File: src/rtl/core/ucw_pkg.sv
// ----------------------------------------------------------------------------
// ucw_pkg
// shared types, constants and classification functions of the utf-8 decoder
// ----------------------------------------------------------------------------
package ucw_pkg;

	localparam int PIXEL_SUM_BITS = 16;

	localparam int BYTE_W  = 8;
	localparam int CP_W    = 21;
	localparam int CNT_W   = 3;
	localparam int COL_W   = 2;
	localparam int PIX_W   = 16;
	localparam int CELL_W  = 7;
	localparam int INC_W   = CELL_W + 1;
	localparam int LEN_W   = 3;

	localparam logic [CELL_W-1:0] CELL_RESET = 7'd8;

	// column classes
	localparam logic [COL_W-1:0] COL_ZERO = 2'd0;
	localparam logic [COL_W-1:0] COL_ONE  = 2'd1;
	localparam logic [COL_W-1:0] COL_TWO  = 2'd2;

	// sequence lengths
	localparam logic [LEN_W-1:0] LEN_1 = 3'd1;
	localparam logic [LEN_W-1:0] LEN_2 = 3'd2;
	localparam logic [LEN_W-1:0] LEN_3 = 3'd3;
	localparam logic [LEN_W-1:0] LEN_4 = 3'd4;

	// classified byte as it travels through the front queue
	typedef struct packed {
		logic [BYTE_W-1:0] data;
		logic              eos;
		logic              cont;
		logic [LEN_W-1:0]  len;
	} byte_ent_t;

	// one decoded character on its way to the width stage
	typedef struct packed {
		logic [CP_W-1:0]  cp;
		logic [CNT_W-1:0] nbytes;
		logic             last;
	} char_t;

	function automatic logic [LEN_W-1:0] seq_len(input logic [BYTE_W-1:0] b);
		logic [LEN_W-1:0] l;
		if (b >= 8'hF0)      l = LEN_4;
		else if (b >= 8'hE0) l = LEN_3;
		else if (b >= 8'hC0) l = LEN_2;
		else                 l = LEN_1;
		return l;
	endfunction

	function automatic logic [COL_W-1:0] columns_of(input logic [CP_W-1:0] c);
		logic [COL_W-1:0] w;
		if (c < 21'h20 || (c >= 21'h7F && c < 21'hA0))          w = COL_ZERO;
		else if (c >= 21'h0300 && c <= 21'h036F)                w = COL_ZERO;
		else if (c < 21'h1100)                                  w = COL_ONE;
		else if (c == 21'h200B || c == 21'h200C || c == 21'h200D
			|| c == 21'hFEFF)                                   w = COL_ZERO;
		else if (c <= 21'h115F)                                 w = COL_TWO;
		else if (c >= 21'h2E80 && c <= 21'h303E)                w = COL_TWO;
		else if (c >= 21'h3041 && c <= 21'h33FF)                w = COL_TWO;
		else if (c >= 21'h3400 && c <= 21'h4DBF)                w = COL_TWO;
		else if (c >= 21'h4E00 && c <= 21'h9FFF)                w = COL_TWO;
		else if (c >= 21'hA000 && c <= 21'hA4CF)                w = COL_TWO;
		else if (c >= 21'hAC00 && c <= 21'hD7A3)                w = COL_TWO;
		else if (c >= 21'hF900 && c <= 21'hFAFF)                w = COL_TWO;
		else if (c >= 21'hFE30 && c <= 21'hFE6F)                w = COL_TWO;
		else if (c >= 21'hFF00 && c <= 21'hFF60)                w = COL_TWO;
		else if (c >= 21'hFFE0 && c <= 21'hFFE6)                w = COL_TWO;
		else if (c >= 21'h1F300 && c <= 21'h1FAFF)              w = COL_TWO;
		else if (c >= 21'h20000 && c <= 21'h3FFFD)              w = COL_TWO;
		else                                                    w = COL_ONE;
		return w;
	endfunction

endpackage

File: src/rtl/core/ucw_stream_if.sv
// ----------------------------------------------------------------------------
// ucw stream interfaces
// valid/ready channels for raw text bytes and decoded characters
// ----------------------------------------------------------------------------
interface ucw_byte_if;
	import ucw_pkg::*;

	logic              valid;
	logic              ready;
	logic [BYTE_W-1:0] text_byte;
	logic              end_of_string;

	modport source(output valid, output text_byte, output end_of_string, input ready);
	modport sink(input valid, input text_byte, input end_of_string, output ready);
endinterface

interface ucw_char_if;
	import ucw_pkg::*;

	logic             valid;
	logic             ready;
	logic [CP_W-1:0]  code_point;
	logic [CNT_W-1:0] byte_count;
	logic [COL_W-1:0] columns;
	logic [PIX_W-1:0] width_pixels;
	logic             run_last;

	modport source(output valid, output code_point, output byte_count, output columns,
		output width_pixels, output run_last, input ready);
	modport sink(input valid, input code_point, input byte_count, input columns,
		input width_pixels, input run_last, output ready);
endinterface

File: src/rtl/core/ucw_front.sv
// ----------------------------------------------------------------------------
// ucw_front
// accepts text bytes, classifies them and holds them in a two-entry queue
// ----------------------------------------------------------------------------
module ucw_front (
	input  logic              clk,
	input  logic              arst_n,
	ucw_byte_if.sink          bytes,
	output ucw_pkg::byte_ent_t head,
	output logic              head_valid,
	input  logic              head_pop
);
	import ucw_pkg::*;

	localparam int QUEUE_DEPTH = 2;

	byte_ent_t  mem_q [QUEUE_DEPTH];
	logic       wr_ptr_q;
	logic       rd_ptr_q;
	logic [1:0] fill_q;
	logic       push;
	logic       pop;
	byte_ent_t  ent;

	always_comb begin
		ent.data = bytes.text_byte;
		ent.eos  = bytes.end_of_string;
		ent.cont = (bytes.text_byte[7:6] == 2'b10);
		ent.len  = seq_len(bytes.text_byte);
	end

	assign bytes.ready = (fill_q != 2'(QUEUE_DEPTH));
	assign push        = bytes.valid && bytes.ready;
	assign head_valid  = (fill_q != 2'd0);
	assign pop         = head_pop && head_valid;
	assign head        = mem_q[rd_ptr_q];

	always_ff @(posedge clk or negedge arst_n) begin
		if (!arst_n) begin
			wr_ptr_q <= 1'b0;
			rd_ptr_q <= 1'b0;
			fill_q   <= 2'd0;
		end else begin
			if (push) wr_ptr_q <= ~wr_ptr_q;
			if (pop)  rd_ptr_q <= ~rd_ptr_q;
			fill_q <= fill_q + 2'(push) - 2'(pop);
		end
	end

	always_ff @(posedge clk) begin
		if (push) mem_q[wr_ptr_q] <= ent;
	end

endmodule

File: src/rtl/core/ucw_decode.sv
// ----------------------------------------------------------------------------
// ucw_decode
// holds the open sequence, emits one character per cycle into a stage register while it is free
// ----------------------------------------------------------------------------
module ucw_decode (
	input  logic               clk,
	input  logic               arst_n,
	input  ucw_pkg::byte_ent_t head,
	input  logic               head_valid,
	output logic               head_pop,
	output ucw_pkg::char_t     chr,
	output logic               chr_valid,
	input  logic               chr_ready
);
	import ucw_pkg::*;

	byte_ent_t        win_q [3];
	logic [1:0]       cnt_q;
	logic             last_q;
	logic             valid_s1;
	char_t            chr_s1;

	byte_ent_t        w [4];
	byte_ent_t        nwin [3];
	logic             st_bad;
	logic             busy;
	logic             take;
	logic [2:0]       cnt_w;
	logic             last_w;
	logic [LEN_W-1:0] l;
	logic             bad;
	logic             full;
	logic             emit;
	logic [2:0]       shift;
	logic [2:0]       rest;
	logic             s1_free;
	logic             advance;
	logic [CP_W-1:0]  cp;

	always_comb begin
		// stored window still has something to emit
		st_bad = (win_q[0].len > LEN_1 && cnt_q > 2'd1 && !win_q[1].cont)
			|| (win_q[0].len > LEN_2 && cnt_q > 2'd2 && !win_q[2].cont);
		busy = (cnt_q != 2'd0) && (last_q || st_bad || {1'b0, cnt_q} >= win_q[0].len);
		take = !busy && head_valid;

		w[0] = (cnt_q > 2'd0) ? win_q[0] : head;
		w[1] = (cnt_q > 2'd1) ? win_q[1] : head;
		w[2] = (cnt_q > 2'd2) ? win_q[2] : head;
		w[3] = head;
		cnt_w  = {1'b0, cnt_q} + 3'(take);
		last_w = take ? head.eos : last_q;

		l    = w[0].len;
		bad  = (l > LEN_1 && cnt_w > 3'd1 && !w[1].cont)
			|| (l > LEN_2 && cnt_w > 3'd2 && !w[2].cont)
			|| (l > LEN_3 && cnt_w > 3'd3 && !w[3].cont);
		full = (cnt_w >= l) && !bad;
		emit = (cnt_w != 3'd0) && (full || bad || last_w);
		shift = full ? l : LEN_1;
		rest  = cnt_w - shift;

		s1_free  = !valid_s1 || chr_ready;
		advance  = (cnt_w != 3'd0) && (!emit || s1_free);
		head_pop = take && advance;

		// plain bit assembly, broken sequences give the raw lead
		case (full ? l : LEN_1)
			LEN_2:   cp = CP_W'({w[0].data[4:0], w[1].data[5:0]});
			LEN_3:   cp = CP_W'({w[0].data[3:0], w[1].data[5:0], w[2].data[5:0]});
			LEN_4:   cp = {w[0].data[2:0], w[1].data[5:0], w[2].data[5:0], w[3].data[5:0]};
			default: cp = CP_W'(w[0].data);
		endcase

		nwin[0] = w[0];
		nwin[1] = w[1];
		nwin[2] = w[2];
		if (emit) begin
			case (shift)
				LEN_1: begin
					nwin[0] = w[1];
					nwin[1] = w[2];
					nwin[2] = w[3];
				end
				LEN_2: begin
					nwin[0] = w[2];
					nwin[1] = w[3];
				end
				LEN_3: begin
					nwin[0] = w[3];
				end
				default: ;
			endcase
		end
	end

	always_ff @(posedge clk or negedge arst_n) begin
		if (!arst_n) begin
			cnt_q    <= 2'd0;
			last_q   <= 1'b0;
			valid_s1 <= 1'b0;
		end else begin
			if (advance) begin
				cnt_q  <= emit ? rest[1:0] : cnt_w[1:0];
				last_q <= last_w;
			end
			if (advance && emit) valid_s1 <= 1'b1;
			else if (chr_ready)  valid_s1 <= 1'b0;
		end
	end

	always_ff @(posedge clk) begin
		if (advance) begin
			win_q[0] <= nwin[0];
			win_q[1] <= nwin[1];
			win_q[2] <= nwin[2];
		end
		if (advance && emit) begin
			chr_s1.cp     <= cp;
			chr_s1.nbytes <= shift;
			chr_s1.last   <= last_w && (rest == 3'd0);
		end
	end

	assign chr       = chr_s1;
	assign chr_valid = valid_s1;

endmodule

File: src/rtl/core/ucw_width.sv
// ----------------------------------------------------------------------------
// ucw_width
// column lookup, saturating pixel accumulation and the output register
// ----------------------------------------------------------------------------
module ucw_width (
	input  logic                        clk,
	input  logic                        arst_n,
	input  logic [ucw_pkg::CELL_W-1:0]  cell_width,
	input  ucw_pkg::char_t              chr,
	input  logic                        chr_valid,
	output logic                        chr_ready,
	ucw_char_if.source                  chars
);
	import ucw_pkg::*;

	logic                      out_valid_q;
	logic [CP_W-1:0]           cp_q;
	logic [CNT_W-1:0]          nbytes_q;
	logic [COL_W-1:0]          cols_q;
	logic [PIX_W-1:0]          pix_q;
	logic                      last_q;
	logic [PIXEL_SUM_BITS-1:0] total_q;

	logic                      load;
	logic [COL_W-1:0]          cols;
	logic [INC_W-1:0]          inc;
	logic [PIXEL_SUM_BITS:0]   sum;
	logic [PIXEL_SUM_BITS-1:0] sat;

	assign chr_ready = !out_valid_q || chars.ready;
	assign load      = chr_valid && chr_ready;

	always_comb begin
		cols = columns_of(chr.cp);
		case (cols)
			COL_TWO: inc = {cell_width, 1'b0};
			COL_ONE: inc = {1'b0, cell_width};
			default: inc = '0;
		endcase
		sum = {1'b0, total_q} + (PIXEL_SUM_BITS+1)'(inc);
		// clamp at all ones
		sat = sum[PIXEL_SUM_BITS] ? {PIXEL_SUM_BITS{1'b1}} : sum[PIXEL_SUM_BITS-1:0];
	end

	always_ff @(posedge clk or negedge arst_n) begin
		if (!arst_n) begin
			out_valid_q <= 1'b0;
			total_q     <= '0;
		end else begin
			if (load) begin
				out_valid_q <= 1'b1;
				total_q     <= chr.last ? '0 : sat;
			end else if (chars.ready) begin
				out_valid_q <= 1'b0;
			end
		end
	end

	always_ff @(posedge clk) begin
		if (load) begin
			cp_q     <= chr.cp;
			nbytes_q <= chr.nbytes;
			cols_q   <= cols;
			pix_q    <= PIX_W'(sat);
			last_q   <= chr.last;
		end
	end

	assign chars.valid        = out_valid_q;
	assign chars.code_point   = cp_q;
	assign chars.byte_count   = nbytes_q;
	assign chars.columns      = cols_q;
	assign chars.width_pixels = pix_q;
	assign chars.run_last     = last_q;

endmodule

File: src/rtl/core/utf8_decode_column_width.sv
// a byte completing a character reaches chars via the queue, decode stage and output registers
// throughput: one byte per cycle if chars is ready; bytes after a bad lead are decoded again
// the decode window sets the rate: one character a cycle to the width stage while that is ready
// reset: arst_n asynchronous, active low; clears queue, open sequence, pixel total and
// output valid; cell width returns to 8
// ----------------------------------------------------------------------------
// utf8_decode_column_width
// utf-8 byte stream to characters with display columns and running pixel width
// ----------------------------------------------------------------------------
module utf8_decode_column_width (
	input  logic                       clk,
	input  logic                       arst_n,
	input  logic                       cfg_wr_en,
	input  logic [ucw_pkg::CELL_W-1:0] cfg_wr_data,
	ucw_byte_if.sink                   bytes,
	ucw_char_if.source                 chars
);
	import ucw_pkg::*;

	// pixels per display column
	logic [CELL_W-1:0] cell_width_q;

	// front to back: head of the classified byte queue
	byte_ent_t q_head;
	logic      q_valid;
	logic      q_pop;

	// decode to width stage
	char_t     chr;
	logic      chr_valid;
	logic      chr_ready;

	always_ff @(posedge clk or negedge arst_n) begin
		if (!arst_n) begin
			cell_width_q <= CELL_RESET;
		end else if (cfg_wr_en) begin
			cell_width_q <= cfg_wr_data;
		end
	end

	// front: take bytes, tag lead length and continuation, queue them
	ucw_front u_front (
		.clk        (clk),
		.arst_n     (arst_n),
		.bytes      (bytes),
		.head       (q_head),
		.head_valid (q_valid),
		.head_pop   (q_pop)
	);

	// back: open sequence window, one character item per cycle while the width stage takes them
	ucw_decode u_decode (
		.clk        (clk),
		.arst_n     (arst_n),
		.head       (q_head),
		.head_valid (q_valid),
		.head_pop   (q_pop),
		.chr        (chr),
		.chr_valid  (chr_valid),
		.chr_ready  (chr_ready)
	);

	// width lookup and running pixel sum, registered output
	ucw_width u_width (
		.clk        (clk),
		.arst_n     (arst_n),
		.cell_width (cell_width_q),
		.chr        (chr),
		.chr_valid  (chr_valid),
		.chr_ready  (chr_ready),
		.chars      (chars)
	);

`ifndef NO_ASSERTIONS
	// a one-byte item carries at most a byte value
	a_single_raw: assert property (@(posedge clk) disable iff (!arst_n)
		chars.valid && chars.byte_count == 3'd1 |-> chars.code_point[CP_W-1:BYTE_W] == '0)
		else $error("one-byte item with wide code point");

	// byte count is always one to four
	a_count_legal: assert property (@(posedge clk) disable iff (!arst_n)
		chars.valid |-> chars.byte_count != 3'd0 && chars.byte_count <= 3'd4)
		else $error("illegal byte count");

	// queue refuses bytes only while it holds some
	a_queue_full: assert property (@(posedge clk) disable iff (!arst_n)
		!bytes.ready |-> q_valid)
		else $error("queue stalls while empty");

	// two-byte items fit in eleven bits
	a_two_byte: assert property (@(posedge clk) disable iff (!arst_n)
		chars.valid && chars.byte_count == 3'd2 |-> chars.code_point[CP_W-1:11] == '0)
		else $error("two-byte item out of range");
`endif

endmodule
File: src/flat_wrapper.sv
// flat-port wrapper written by rule: the top's interface ports become plain ports
module utf8_decode_column_width_flat import ucw_pkg::*;
  (clk, arst_n, cfg_wr_en, cfg_wr_data, bytes_valid, bytes_text_byte, bytes_end_of_string, bytes_ready, chars_valid, chars_code_point, chars_byte_count, chars_columns, chars_width_pixels, chars_run_last, chars_ready);
  ucw_byte_if bytes_i ();
  ucw_char_if chars_i ();
  input  logic clk;
  input  logic arst_n;
  input  logic cfg_wr_en;
  input  logic [ucw_pkg::CELL_W-1:0] cfg_wr_data;
  input wire logic [$bits(bytes_i.valid)-1:0] bytes_valid;
  input wire logic [$bits(bytes_i.text_byte)-1:0] bytes_text_byte;
  input wire logic [$bits(bytes_i.end_of_string)-1:0] bytes_end_of_string;
  output wire logic [$bits(bytes_i.ready)-1:0] bytes_ready;
  output wire logic [$bits(chars_i.valid)-1:0] chars_valid;
  output wire logic [$bits(chars_i.code_point)-1:0] chars_code_point;
  output wire logic [$bits(chars_i.byte_count)-1:0] chars_byte_count;
  output wire logic [$bits(chars_i.columns)-1:0] chars_columns;
  output wire logic [$bits(chars_i.width_pixels)-1:0] chars_width_pixels;
  output wire logic [$bits(chars_i.run_last)-1:0] chars_run_last;
  input wire logic [$bits(chars_i.ready)-1:0] chars_ready;
  assign bytes_i.valid = bytes_valid;
  assign bytes_i.text_byte = bytes_text_byte;
  assign bytes_i.end_of_string = bytes_end_of_string;
  assign bytes_ready = bytes_i.ready;
  assign chars_valid = chars_i.valid;
  assign chars_code_point = chars_i.code_point;
  assign chars_byte_count = chars_i.byte_count;
  assign chars_columns = chars_i.columns;
  assign chars_width_pixels = chars_i.width_pixels;
  assign chars_run_last = chars_i.run_last;
  assign chars_i.ready = chars_ready;
  utf8_decode_column_width u_core (.clk(clk), .arst_n(arst_n), .cfg_wr_en(cfg_wr_en), .cfg_wr_data(cfg_wr_data), .bytes(bytes_i), .chars(chars_i));
endmodule
File: config.mk
export PLATFORM = sky130hd
export DESIGN_NAME = utf8_decode_column_width_flat
export DESIGN_NICKNAME = d
export VERILOG_FILES = /design/src/rtl/core/ucw_pkg.sv /design/src/rtl/core/ucw_stream_if.sv /design/src/rtl/core/ucw_front.sv /design/src/rtl/core/ucw_decode.sv /design/src/rtl/core/ucw_width.sv /design/src/rtl/core/utf8_decode_column_width.sv /design/src/flat_wrapper.sv
export SDC_FILE = /design/constraint.sdc
export NUM_CORES = 1
export LEC_CHECK = 0
export ABC_AREA = 1
export CAP_MARGIN = 10
export CORE_MARGIN = 3
export CORE_UTILIZATION = 52
export DETAILED_ROUTE_END_ITERATION = 10
export DONT_BUFFER_PORTS = 1
export PLACE_DENSITY = 0.69
export REMOVE_ABC_BUFFERS = 1
export SYNTH_ARGS = -nofsm -noshare
export SYNTH_HDL_FRONTEND = slang
export SYNTH_SLANG_ARGS = --single-unit
File: constraint.sdc
create_clock -name clk -period 5.9 [get_ports clk]
set_input_delay 1.77 -clock clk [delete_from_list [all_inputs] [get_ports clk]]
set_output_delay 1.77 -clock clk [all_outputs]
set_load 0.02 [all_outputs]
# Word-level counts from Yosys, hierarchy flattened
# Memories as Yosys holds them, arrays and structs flattened.
# Index checks and enable logic that the tools add are counted.
# op_classes
order_cmp,47
bitwise,2
muxes,42
n_eq_ne,12
n_reduce_logical,65
n_addsub,5
# ops
cell,count
$le 21x16->1 const B,7
$ge 21x16->1 const B,6
$eq 21x14->1 const B,3
$ge 21x14->1 const B,3
$pmux 21 s3,1
$mux 13,4
$le 21x14->1 const B,2
$mux 2,20
$mux 39,1
$pmux 13 s3,1
$logic_and 1x1->1,35
$mux 16,2
$pmux 13 s2,1
$ge 8x8->1 const B,3
$eq 21x16->1 const B,1
$ge 21x10->1 const B,1
$ge 21x15->1 const B,1
$ge 21x17->1 const B,1
$ge 21x18->1 const B,1
$ge 21x7->1 const B,1
$le 21x10->1 const B,1
$le 21x13->1 const B,1
$le 21x15->1 const B,1
$le 21x17->1 const B,1
30 further kinds,74
# word_totals
mem_count,2
ff_bits,100
output_inout_bits,45
wordCells,192
mem_bits_rw,65
# mem_list
name,words,word_bits,read_ports,rd_ports_with_merged_regs,wr,line,source
u_core.u_decode.win_q,3,13,3,0,3,ucw_decode.sv:17,byte_ent_t win_q [3];
u_core.u_front.mem_q,2,13,1,0,1,ucw_front.sv:17,byte_ent_t mem_q [QUEUE_DEPTH];

# Longest topological paths before layout
# Gate-level depths: netlist (run 1).
# An unclocked memory read counts as a cell.
# logic_depth
word_depth,27
depth_mapped,31

# Cells and area by module
# From an unflattened synthesis (run 1), not the netlist that was laid out.
# hier_totals
cells_unflattened,1135
area_unflattened_um2,9510.4
# modules_own_cells
module,seq_area_each_um2,area_per_inst_um2,cells_per_inst,instances
ucw_decode,1901.8,4093.9,506,1
ucw_width,1716.6,3923.8,492,1
ucw_front,880.8,1222.4,107,1
utf8_decode_column_width,176.4,270.3,30,1

# Worst setup path before layout (run 1)
# No wires, ideal clock.
# synth_timing
path_kind,register to register
start,register u_core.u_decode.cnt_q[0]
end,register u_core.u_front.fill_q[0]
stages_incl_launch_ff,26
arrival_time_ns,4.797
required_ns,5.774
setup_slack_ns,0.977
setup_time_ns,0.126
path_cell_list,dfrtp_1 inv_1 ha_1 nand3_1 nand3_1 nor2_1 nand2_1 nand2_1 nand2_1 inv_1 ha_1 inv_1 ha_1 ha_1 nand2_1 o21ai_0 a31oi_1 inv_1 a21oi_1 nand2_2 a21oi_2 nand2_1 inv_1 ha_1 inv_1 ha_1
# synth_between
elab_chain_len,26
elab_cells_between_ends,49
cone_classes,add/sub: 2; order compare: 11; mux: 4; reduce/logical: 32
# synth_rtl
element,line,source
from (decl),ucw_decode.sv:18,logic [1:0] cnt_q;
from (signal assigned),ucw_decode.sv:104,cnt_q <= emit ? rest[1:0] : cnt_w[1:0];
$gt 2x1->1 / $gt 2x2->1 (equally long branches),n/a,
"$logic_and 1x1->1, on equally long branches (2 in series)","ucw_decode.sv:42, ucw_decode.sv:43",
$logic_or 1x1->1,ucw_decode.sv:43,|| (win_q[0].len > LEN_2 && cnt_q > 2'd2 && !win_q[2].cont);
$logic_or 1x1->1 (2 in series),ucw_decode.sv:44,"busy = (cnt_q != 2'd0) && (last_q || st_bad || {1'b0, cnt_q} >= win_q[0].len);"
$logic_and 1x1->1,ucw_decode.sv:44,
$logic_not 1->1,ucw_decode.sv:45,take = !busy && head_valid;
$logic_and 1x1->1,ucw_decode.sv:45,
$add 2x1->3,ucw_decode.sv:51,"cnt_w = {1'b0, cnt_q} + 3'(take);"
[10 not listed],n/a,
$logic_not 1->1,ucw_decode.sv:64,advance = (cnt_w != 3'd0) && (!emit || s1_free);
$logic_or 1x1->1,ucw_decode.sv:64,
$logic_and 1x1->1 *,ucw_decode.sv:64,
via u_core.u_decode.advance,ucw_decode.sv:37,logic advance;
$logic_and 1x1->1 *,ucw_decode.sv:65,head_pop = take && advance;
$logic_and 1x1->1 *,ucw_front.sv:35,assign pop = head_pop && head_valid;
via u_core.u_front.pop,ucw_front.sv:22,logic pop;
$sub 2x1->2 *,ucw_front.sv:46,fill_q <= fill_q + 2'(push) - 2'(pop);
to (signal assigned),ucw_front.sv:46,
to (decl),ucw_front.sv:20,logic [1:0] fill_q;
# Mark *: on every way through the listed nets, which the timed path passes. The rest lies on a longest branch.
# A chain may end at the register's enable or synchronous reset.

==> results of run 1 <==
path summary, 6_finish.rpt:
kind	start	endpoint	slack, ns	cells after the start
setup reg to reg	u_core.u_decode.cnt_q[1]$_DFFE_PN0P_	u_core.u_decode.win_q[0][21]$_DFFE_PP_	0.65	23
hold / removal	u_core.u_decode.chr[1]$_DFFE_PP_	u_core.u_width.chars.byte_count[0]$_DFFE_PP_	0.43	0
max in group asynchronous	arst_n	u_core.cell_width_q[3]$_DFFE_PN1P_	4.69	0
setup / recovery	u_core.u_decode.cnt_q[1]$_DFFE_PN0P_	u_core.u_decode.win_q[0][21]$_DFFE_PP_	0.65	23
min in group asynchronous	arst_n	u_core.u_front.fill_q[1]$_DFF_PN0_	1.03	0
hold reg to reg	u_core.u_decode.chr[1]$_DFFE_PP_	u_core.u_width.chars.byte_count[0]$_DFFE_PP_	0.43	0
final cells by class:
cell class                 count  area (µm²)
timing repair buffer           4        30.0
multi-input combinational    812        4070
sequential                   161        4680
clock inverter                15         146
fill                        1567        7390
clock buffer                  17         425
tap                          225         282
inverter                     139         524
metrics by stage:
step	setup WS (ns)	utilization (%)	area [µm²]
global placement	0.764	54.6	9580
global route	0.329	57.9	10200
detailed placement	0.731	54.6	9580
CTS	0.728	57.9	10200
finish	0.655	57.9	10200
floorplan	0.730	-	9260
state kept, by name, indices dropped and copies added, names as in the netlist, 2 cells and up:
name                               flops
u_core.u_front.fill_q                  2
u_core.cell_width_q                    7
u_core.u_width.total_q                16
u_core.u_width.chars.code_point       21
u_core.u_width.chars.columns           2
u_core.u_width.chars.width_pixels     16
u_core.u_decode.cnt_q                  2
u_core.u_decode.chr                   25
u_core.u_width.chars.byte_count        3
u_core.u_front.mem_q                  26
u_core.u_decode.win_q                 35
layer usage:
layer  global-route usage, %  wire, µm  vias to the layer above
li1                        -         -                     3762
met1                    29.4      9630                     3491
met2                    37.6     10400                      273
met3                    4.75      1270                       40
met4                    7.14       482                        0
met5                       0         0                        -
layout by cell type (no fill, tap or decap), types with 4 or more instances in the layout:
| cell | count |
|---|---|
| a21oi_1 | 25 |
| a22o_1 | 7 |
| buf_4 | 4 |
| clkbuf_16 | 17 |
| dfrtp_1 | 31 |
| edfxtp_1 | 129 |
| ha_1 | 23 |
| inv_1 | 130 |
| inv_2 | 7 |
| inv_6 | 4 |
| mux2_2 | 7 |
| nand2_1 | 356 |
| nand2_2 | 8 |
| nand3_1 | 74 |
| nand4_1 | 13 |
| nor2_1 | 114 |
| nor2_8 | 4 |
| nor3_1 | 20 |
| nor4_1 | 4 |
| o211ai_1 | 7 |
| o21ai_0 | 72 |
| o21ai_1 | 10 |
| o22ai_1 | 7 |
| or2_2 | 20 |
| xnor2_1 | 4 |
| xor2_1 | 5 |
logic make-up (layout without fill, tap and decap cells):
logic type                 Yosys count  after routing
AOI/OAI and AO/OA                  142            142
buffers and inverters              166            175
muxes                                7              7
xor gates and xnor gates             9              9
and+or+nand+nor                    629            629
DFF                                161            161
adders and majority gates           25             25
worst max-delay path, cell delays in order, from the launching register on:
cell     delay (ns)
dfrtp_1        0.94
inv_1          0.39
or2_2          0.39
nand2_1        0.07
nand2_1        0.05
nand2_1        0.06
nand2_1        0.06
nand2_1        0.10
inv_1          0.06
ha_1           0.21
inv_1          0.06
ha_1           0.30
ha_1           0.34
nand2_1        0.05
o21ai_0        0.15
a31oi_1        0.06
inv_1          0.24
nand3_4        0.18
nor2_8         0.30
nand2_2        0.24
nor2_4         0.37
nor2_2         0.22
nand2_1        0.12
nand2_1        0.06
==> impl_metrics.py, run 1 <==
metrics = {
    "floorplan": {
        "core_area_um2": 17500,
        "start_util_pct": 53.7,
        "fp-row-count": 48,
        "fp.dieW_um": 141,
        "io-pin-count": 66,
        "die_area_um2": 19800,
        "dieHeight_um": 141,
    },
    "hold_path": {
        "hp-class": "reg -> reg",
    },
    "yosys": {
        "synth_top_family_by_area": "simple AND/OR/NAND/NOR gates",
        "synth_top_area_share_pct": 41.1,
        "netlist_instances": 1139,
        "synth_compound_area_share_pct": 8.62,
        "syn_area_um2": 9420,
        "dominantRegCellSynth": "edfxtp_1",
        "yosys.area_share.simple_pct": 29.3,
        "synth_most_common_cell": "nand2_1",
        "yosysWarnings": 0,
        "ys_seq_elements": 161,
        "synth_cell_types": 52,
        "synth_edf_count": 129,
        "synth_fa_ha_area_share_pct": 3.48,
        "synth-xor-area-share_pct": 0.837,
        "seq_area_frac_synth_pct": 49.6,
        "synthMuxAreaShare_pct": 0.837,
        "synthTopCellsByCount": "nand2_1, inv_1, edfxtp_1",
        "synth_area_per_cell_um2": 8.27,
        "yosysTopAreaCell": "edfxtp_1",
        "async_flop_share_pct": 19.9,
        "synth_area_leaders": "edfxtp_1, nand2_1, dfrtp_1",
    },
    "final_layout": {
        "antenna_cells": 0,
        "nNetsFinal": 1181,
        "fin_cells": 1373,
        "area_growth_pct": 7.79,
        "drive_gt1_share_pct": 8.80,
    },
    "clock_network": {
        "cts_root_buf": "clkbuf_16",
        "postCtsHoldBufs": 0,
        "numCtsBuffers": 17,
        "cts_max_level": 4,
        "clock-sinks": 161,
        "cts_setup_buffers": 0,
        "clock_latency_ns": 0.43,
        "cts_buffer_depth": 2,
        "cts-resized-gates": 0,
        "cts_tree": "yes",
        "cts.clk_slew.worst_paths_ns": 0.07,
    },
    "grt": {
        "grt_overflow": 0,
        "gr-usage-all-layers_pct": 22.4,
        "grt_antenna_before_repair": 0,
        "grt_max_degree": 51,
        "grt_pass1_vias": 7149,
        "grt_pass1_wl_um": 35600,
    },
    "placed_design": {
        "place_congestion": 0.978,
        "place_inst": 1341,
        "hpwl_um": 15600,
        "portBuffers": 0,
    },
    "timing": {
        "worst_pin_slew_ns": 1.05,
        "whs_ns": 0.427,
        "finalCritPeriodShare_pct": 88.9,
        "slew_headroom_pct": 30.0,
        "max_freq_mhz": 191,
        "rsz0062_at_grt": "false",
        "finalHoldViolCount": 0,
        "setup_violations": 0,
        "tns_ns": 0,
        "period_needed_ns": 5.25,
        "slew_violations": 0,
        "finalClockSkew_ns": 0.0101,
    },
    "setup_path": {
        "start_kind": "flip-flop",
        "worstPathMaxFanout": 23,
        "cp.required_ns": 6.08,
        "arrival_ns": 5.43,
        "path_class": "reg -> reg",
        "end_kind": "flip-flop",
    },
    "detailed_routing": {
        "drt_first_pass_iters": 5,
        "ant_nets": 0,
        "drc": 0,
        "via_count": 7566,
        "via_per_inst": 5.51,
        "drtIter0Drc": 692,
        "wl_per_cell_um": 15.9,
        "drt_wl_total_um": 21800,
    },
    "job": {
        "drv_cap": 0,
    },
    "run_status": {
        "status": "completed",
    },
}
Power of run 1 is left out: the tool's default activity adds up to more than one toggle a clock period on the data nets, which glitch-free logic cannot reach.
==> run 2, diff against run 1 <==
--- a/config.mk
+++ b/config.mk
@@ -5,8 +5,7 @@
 export SDC_FILE = /design/constraint.sdc
 export NUM_CORES = 1
 export LEC_CHECK = 0
-export ABC_AREA = 1
-export CAP_MARGIN = 10
+export CAP_MARGIN = 30
 export CORE_MARGIN = 3
 export CORE_UTILIZATION = 52
 export DETAILED_ROUTE_END_ITERATION = 10
==> run 2 against run 1 <==
  * Fmax fell by 4.0%
  * Die area is 6.0% lower
  * Global-route usage down 1.2 points
  * Largest cell class unchanged
  * First-iteration DRC count up 14%
  * Final cell count down 25%
  * Highest routed layer unchanged
  * Area after synthesis shrank 6.3%
  * Hold slack got worse by 0.0067 ns
  * Clock-buffer cell count is the same
  * Worst setup slack got worse by 0.22 ns
  * Sequential share of layout area rose by 2.5 points
==> impl_metrics.py, run 2 <==
metrics = {
    "timing": {
        "worst_pin_slew_ns": 0.966,
        "slew_headroom_pct": 35.1,
        "rsz0062_at_grt": "false",
        "finalCritPeriodShare_pct": 92.7,
        "setup_violations": 0,
        "tns_ns": 0,
        "fin_ws_ns": 0.433,
        "slew_violations": 0,
        "max_freq_mhz": 183,
        "finalClockSkew_ns": 0.00676,
        "finalHoldViolCount": 0,
        "period_needed_ns": 5.47,
    },
    "final_layout": {
        "largest_register_ffs": 35,
        "final_cell_mix": "edfxtp_1, nor2_1, nand2_1",
        "area_growth_pct": 9.10,
        "design_area_um2": 9630,
        "nNetsFinal": 844,
        "antenna_cells": 0,
        "largest_register": "u_core.u_decode.win_q",
        "final_common_cell": "edfxtp_1",
        "drive_gt1_share_pct": 12.2,
    },
    "grt": {
        "grt_overflow": 0,
        "grt_antenna_before_repair": 0,
        "grt_pass1_vias": 6186,
        "grt_max_degree": 40,
        "grt_pass1_wl_um": 31100,
        "gr-usage-all-layers_pct": 21.3,
    },
    "hold_path": {
        "hold_end": "u_core.u_width.chars.byte_count[2]$_DFFE_PP_",
        "hp-class": "reg -> reg",
        "hp-start": "u_core.u_decode.chr[3]$_DFFE_PP_",
        "hold_path_depth": 0,
    },
    "detailed_routing": {
        "drt_first_pass_iters": 6,
        "via_per_inst": 6.28,
        "wl_per_cell_um": 18.2,
        "drt_wl_total_um": 18700,
        "drtIter0Drc": 790,
        "via_count": 6451,
        "ant_nets": 0,
        "drc": 0,
    },
    "placed_design": {
        "place_congestion": 0.959,
        "dpl-instance-area_um2": 8990,
        "pre_cts_slack_ns": 0.178,
        "portBuffers": 0,
        "hpwl_um": 13200,
    },
    "yosys": {
        "yosys.area_share.simple_pct": 14.5,
        "syn_area_um2": 8820,
        "seq_area_frac_synth_pct": 53.0,
        "synth_compound_area_share_pct": 17.8,
        "synth_area_leaders": "edfxtp_1, dfrtp_1, nor2_1",
        "ys_seq_elements": 161,
        "synth_edf_count": 129,
        "synth_cell_types": 81,
        "yosysWarnings": 0,
        "async_flop_share_pct": 19.9,
        "yosysTopAreaCell": "edfxtp_1",
        "synth_fa_ha_area_share_pct": 3.72,
        "synth_top_area_share_pct": 43.9,
        "synthTopCellsByCount": "edfxtp_1, nor2_1, nand2_1",
        "synth_most_common_cell": "edfxtp_1",
        "synth_top_family_by_area": "compound AO/OA/AOI/OAI gates",
        "netlist_instances": 808,
        "synth_area_per_cell_um2": 10.9,
        "dominantRegCellSynth": "edfxtp_1",
        "synthMuxAreaShare_pct": 5.83,
        "synth-xor-area-share_pct": 1.89,
    },
    "setup_path": {
        "arrival_ns": 5.78,
        "r2r-end": "u_core.u_width.total_q[10]$_DFFE_PN0P_",
        "start_kind": "flip-flop",
        "path_class": "reg -> reg",
        "cp.required_ns": 6.21,
        "end_kind": "flip-flop",
        "crit-reg2reg-launch": "u_core.u_decode.chr[22]$_DFFE_PP_",
        "rrSetupSlack_ns": 0.43,
        "r2r_cells": 20,
        "worstPathMaxFanout": 7,
    },
    "floorplan": {
        "dieHeight_um": 136,
        "fp.dieW_um": 136,
        "start_util_pct": 54.4,
        "core_area_um2": 16200,
        "io-pin-count": 66,
        "fp-row-count": 46,
        "die_area_um2": 18600,
    },
    "clock_network": {
        "cts_max_level": 4,
        "cts_setup_buffers": 0,
        "cts_root_buf": "clkbuf_16",
        "clock-sinks": 161,
        "numCtsBuffers": 17,
        "postCtsHoldBufs": 0,
        "cts.clk_slew.worst_paths_ns": 0.06,
        "cts_tree": "yes",
        "cts_buffer_depth": 2,
        "clock_latency_ns": 0.43,
    },
    "run_status": {
        "status": "completed",
    },
    "job": {
        "drv_cap": 0,
    },
}
==> run 2: changes by cell type after synthesis, sizes merged, moves of 10 or more <==
cell,previous run,this run
a21o,1,15
o21ai,85,52
inv,138,22
nand2b,0,10
clkbuf,13,25
a21oi,26,50
mux2i,0,22
nand3,78,20
mux2,7,22
nand2,367,74
or2,20,4
o22ai,7,32
o22a,0,11
nor2,122,91
==> run 2: repair_timing <==
item                                    CTS  global route
hold endpoints to repair                  0             0
endpoints found under the setup margin    0            26
resized for setup                         0             2
==> run 2: final cells by class <==
cell class,count,area [µm²]
Tap cell,216,270
Clock inverter,15,205
Fill cell,1345,6600
Sequential cell,161,4680
Inverter,23,86.3
Clock buffer,17,425
Timing Repair Buffer,12,90.1
Multi-Input combinational cell,583,3870
==> run 2: metrics by stage <==
| stage | hold slack, ns | cells | utilization, % |
|---|---|---|---|
| final | 0.420 | 1027 | 59.3 |
| after global placement | 0.402 | 994 | 55.3 |
| after CTS | 0.422 | 1027 | 59.3 |
| after floorplan | 0.400 | 767 | - |
| after global routing | 0.429 | 1027 | 59.3 |
| after detailed placement | 0.407 | 995 | 55.4 |
==> run 2: cell families (layout without fill, tap and decap cells) <==
group                    count (synthesis)  count (layout)
buffers and inverters                   64              67
flip-flops                             161             161
adder cells (fa/ha/maj)                 25              25
AND/OR/NAND/NOR                        267             267
XOR/XNOR                                19              19
AO/OA/AOI/OAI                          228             228
multiplexers                            44              44
==> run 2: worst max-delay path by stage <==
stage / start / to / slack (ns)
finish: u_core.u_decode.chr[22]$_DFFE_PP_ / u_core.u_width.total_q[10]$_DFFE_PN0P_ / 0.43
global route: u_core.u_decode.chr[22]$_DFFE_PP_ / u_core.u_width.total_q[10]$_DFFE_PN0P_ / 0.01
CTS: u_core.u_decode.chr[21]$_DFFE_PP_ / u_core.u_width.total_q[10]$_DFFE_PN0P_ / 0.15
detailed placement: u_core.u_decode.chr[21]$_DFFE_PP_ / u_core.u_width.total_q[10]$_DFFE_PN0P_ / 0.18
global placement: u_core.u_decode.chr[21]$_DFFE_PP_ / u_core.u_width.total_q[10]$_DFFE_PN0P_ / 0.33
floorplan: u_core.u_decode.cnt_q[0]$_DFFE_PN0P_ / u_core.u_front.fill_q[1]$_DFF_PN0_ / 0.63
==> run 2: worst max-delay path, cell delays in order, from the launching register on <==
cell,delay (ns)
edfxtp_1,0.42
nor4_2,0.40
nor2b_1,0.37
nand2_1,0.11
o21ai_0,0.14
o311ai_0,0.15
o31a_1,0.31
o21ai_1,0.39
inv_1,0.14
ha_1,0.41
and3b_1,0.21
ha_1,0.20
fa_1,0.41
a21o_1,0.20
a21oi_1,0.21
nor2b_1,0.07
o21ai_0,0.26
a21oi_1,0.24
and3_1,0.25
mux2_2,0.28
a22o_1,0.20
==> run 2: metal layers <==
layer  share of wire (%)  track usage [%]  wire, µm  vias up
li1                    -                -         -     3046
met1                  44             28.2      8310     3089
met2                  47             33.8      8840      268
met3                 5.9             5.26      1100       48
met4                 2.4             8.45       457        0
met5                   0                0         0        -
Power of run 2 is left out for the same reason.
==> run 3, diff against run 2 <==
--- a/config.mk
+++ b/config.mk
@@ -10,7 +10,7 @@
 export CORE_UTILIZATION = 52
 export DETAILED_ROUTE_END_ITERATION = 10
 export DONT_BUFFER_PORTS = 1
-export PLACE_DENSITY = 0.69
+export PLACE_DENSITY = 0.76
 export REMOVE_ABC_BUFFERS = 1
 export SYNTH_ARGS = -nofsm -noshare
 export SYNTH_HDL_FRONTEND = slang
==> run 3 against run 2 <==
  * Via count shrank 0.87%
  * Sequential cell count is the same
  * Clock skew grew 0.0014 ns
  * Final cell count is essentially flat
  * Wire length grew 0.67%
  * Design area shrank 0.95%
  * Global-route usage shrank 0.071 points
  * Die area is the same
  * Largest cell class unchanged
==> impl_metrics.py, run 3 (synthesis gave the netlist of run 2 again) <==
metrics = {
    "placed_design": {
        "pre_cts_slack_ns": 0.236,
        "portBuffers": 0,
        "dpl-instance-area_um2": 8960,
        "hpwl_um": 13200,
        "place_inst": 990,
        "place_congestion": 0.904,
    },
    "job": {
        "drv_cap": 0,
    },
    "floorplan": {
        "die_area_um2": 18600,
        "fp.dieW_um": 136,
        "start_util_pct": 54.4,
        "core_area_um2": 16200,
        "io-pin-count": 66,
        "dieHeight_um": 136,
        "fp-row-count": 46,
    },
    "final_layout": {
        "largest_register": "u_core.u_decode.win_q",
        "fin_cells": 1026,
        "drive_gt1_share_pct": 11.9,
        "final_cell_mix": "edfxtp_1, nor2_1, nand2_1",
        "area_growth_pct": 8.07,
        "design_area_um2": 9540,
        "antenna_cells": 0,
        "final_common_cell": "edfxtp_1",
        "largest_register_ffs": 35,
        "n_fill_cell": 1339,
        "nNetsFinal": 843,
    },
    "setup_path": {
        "crit-reg2reg-launch": "u_core.u_decode.chr[21]$_DFFE_PP_",
        "start_kind": "flip-flop",
        "path_class": "reg -> reg",
        "r2r_cells": 20,
        "end_kind": "flip-flop",
        "r2r-end": "u_core.u_width.total_q[10]$_DFFE_PN0P_",
        "worstPathMaxFanout": 7,
        "arrival_ns": 5.70,
        "cp.required_ns": 6.21,
        "rrSetupSlack_ns": 0.51,
    },
    "detailed_routing": {
        "ant_nets": 0,
        "via_count": 6395,
        "drc": 0,
        "drtIter0Drc": 644,
        "drt_first_pass_iters": 7,
        "wl_per_cell_um": 18.4,
        "via_per_inst": 6.23,
        "drt_wl_total_um": 18800,
    },
    "run_status": {
        "status": "completed",
    },
    "clock_network": {
        "cts_max_level": 4,
        "cts_tree": "yes",
        "numCtsBuffers": 17,
        "cts_buffer_depth": 2,
        "clock-sinks": 161,
        "postCtsHoldBufs": 0,
        "cts_root_buf": "clkbuf_16",
        "cts.clk_slew.worst_paths_ns": 0.06,
        "clock_latency_ns": 0.43,
    },
    "timing": {
        "slew_violations": 0,
        "setup_violations": 0,
        "finalHoldViolCount": 0,
        "fin_ws_ns": 0.514,
        "max_freq_mhz": 186,
        "period_needed_ns": 5.39,
        "rsz0062_at_grt": "false",
        "worst_pin_slew_ns": 0.965,
        "tns_ns": 0,
        "finalClockSkew_ns": 0.00816,
        "slew_headroom_pct": 35.6,
        "finalCritPeriodShare_pct": 91.3,
    },
    "grt": {
        "grt_max_degree": 56,
        "grt_antenna_before_repair": 0,
        "grt_overflow": 0,
        "gr-usage-all-layers_pct": 21.2,
        "grt_pass1_wl_um": 31200,
        "grt_pass1_vias": 6181,
    },
    "hold_path": {
        "hold_path_depth": 0,
        "hp-start": "u_core.u_decode.chr[3]$_DFFE_PP_",
        "hold_end": "u_core.u_width.chars.byte_count[2]$_DFFE_PP_",
        "hp-class": "reg -> reg",
    },
}
==> run 3: changes by cell type in the layout (fill, tap and decap cells not counted), sizes merged <==
cell / change
buf: -1
clkbuf: +1
clkinvlp: +2
bufinv: -4
inv: +1
==> run 3: final cells by class <==
class / instances / area, µm² / share of cell area (%)
clock buffer: 18 / 429 / 4.50
clock inverter: 14 / 105 / 1.10
inverter: 23 / 86.3 / 0.905
multi-input combinational: 583 / 3870 / 40.6
sequential: 161 / 4680 / 49.0
tap: 216 / 270 / 2.83
timing repair buffer: 11 / 95.1 / 0.997
==> run 3: through the flow <==
| stage | utilization [%] | hold WS (ns) |
|---|---|---|
| final | 58.7 | 0.428 |
| after global routing | 58.7 | 0.437 |
| after CTS | 58.5 | 0.433 |
| after detailed placement | 55.2 | 0.418 |
| after global placement | 55.2 | 0.405 |
| after floorplan | - | 0.400 |
==> run 3: metal layers <==
metal  GRT usage, %  routed length, µm  vias to the layer above
li1               -                  -                     3044
met1           28.9               8410                     3037
met2           33.1               8970                      275
met3           5.11               1030                       39
met4           7.84                429                        0
met5              0                  0                        -
==> run 3: worst max path at each step <==
stage                                        endpoint  slack (ns)                            startpoint
2_1_floorplan      u_core.u_front.fill_q[1]$_DFF_PN0_        0.63  u_core.u_decode.cnt_q[0]$_DFFE_PN0P_
3_3_place_gp   u_core.u_width.total_q[10]$_DFFE_PN0P_        0.48     u_core.u_decode.chr[21]$_DFFE_PP_
3_5_place_dp   u_core.u_width.total_q[10]$_DFFE_PN0P_        0.24     u_core.u_decode.chr[21]$_DFFE_PP_
4_1_cts        u_core.u_width.total_q[10]$_DFFE_PN0P_        0.21     u_core.u_decode.chr[21]$_DFFE_PP_
5_1_grt        u_core.u_width.total_q[10]$_DFFE_PN0P_        0.02     u_core.u_decode.chr[21]$_DFFE_PP_
6_report       u_core.u_width.total_q[10]$_DFFE_PN0P_        0.51     u_core.u_decode.chr[21]$_DFFE_PP_
==> run 3: critical path: stages, from the launching register on <==
cell,delay (ns)
edfxtp_1,0.44
nor4_2,0.34
nor2b_1,0.38
nand2_1,0.12
o21ai_0,0.15
o311ai_0,0.16
o31a_1,0.30
o21ai_1,0.31
nand2_1,0.11
ha_1,0.39
and3b_1,0.21
ha_1,0.21
fa_1,0.42
a21o_1,0.20
a21oi_1,0.23
nor2b_1,0.08
o21ai_0,0.26
a21oi_1,0.23
and3_1,0.25
mux2_2,0.28
a22o_1,0.20
==> run 3: repair_timing <==
action | CTS | global route
setup buffers | 0 | 3
resized for setup | 0 | 2
endpoints found under the setup margin | 0 | 29
Power of run 3 is left out for the same reason.
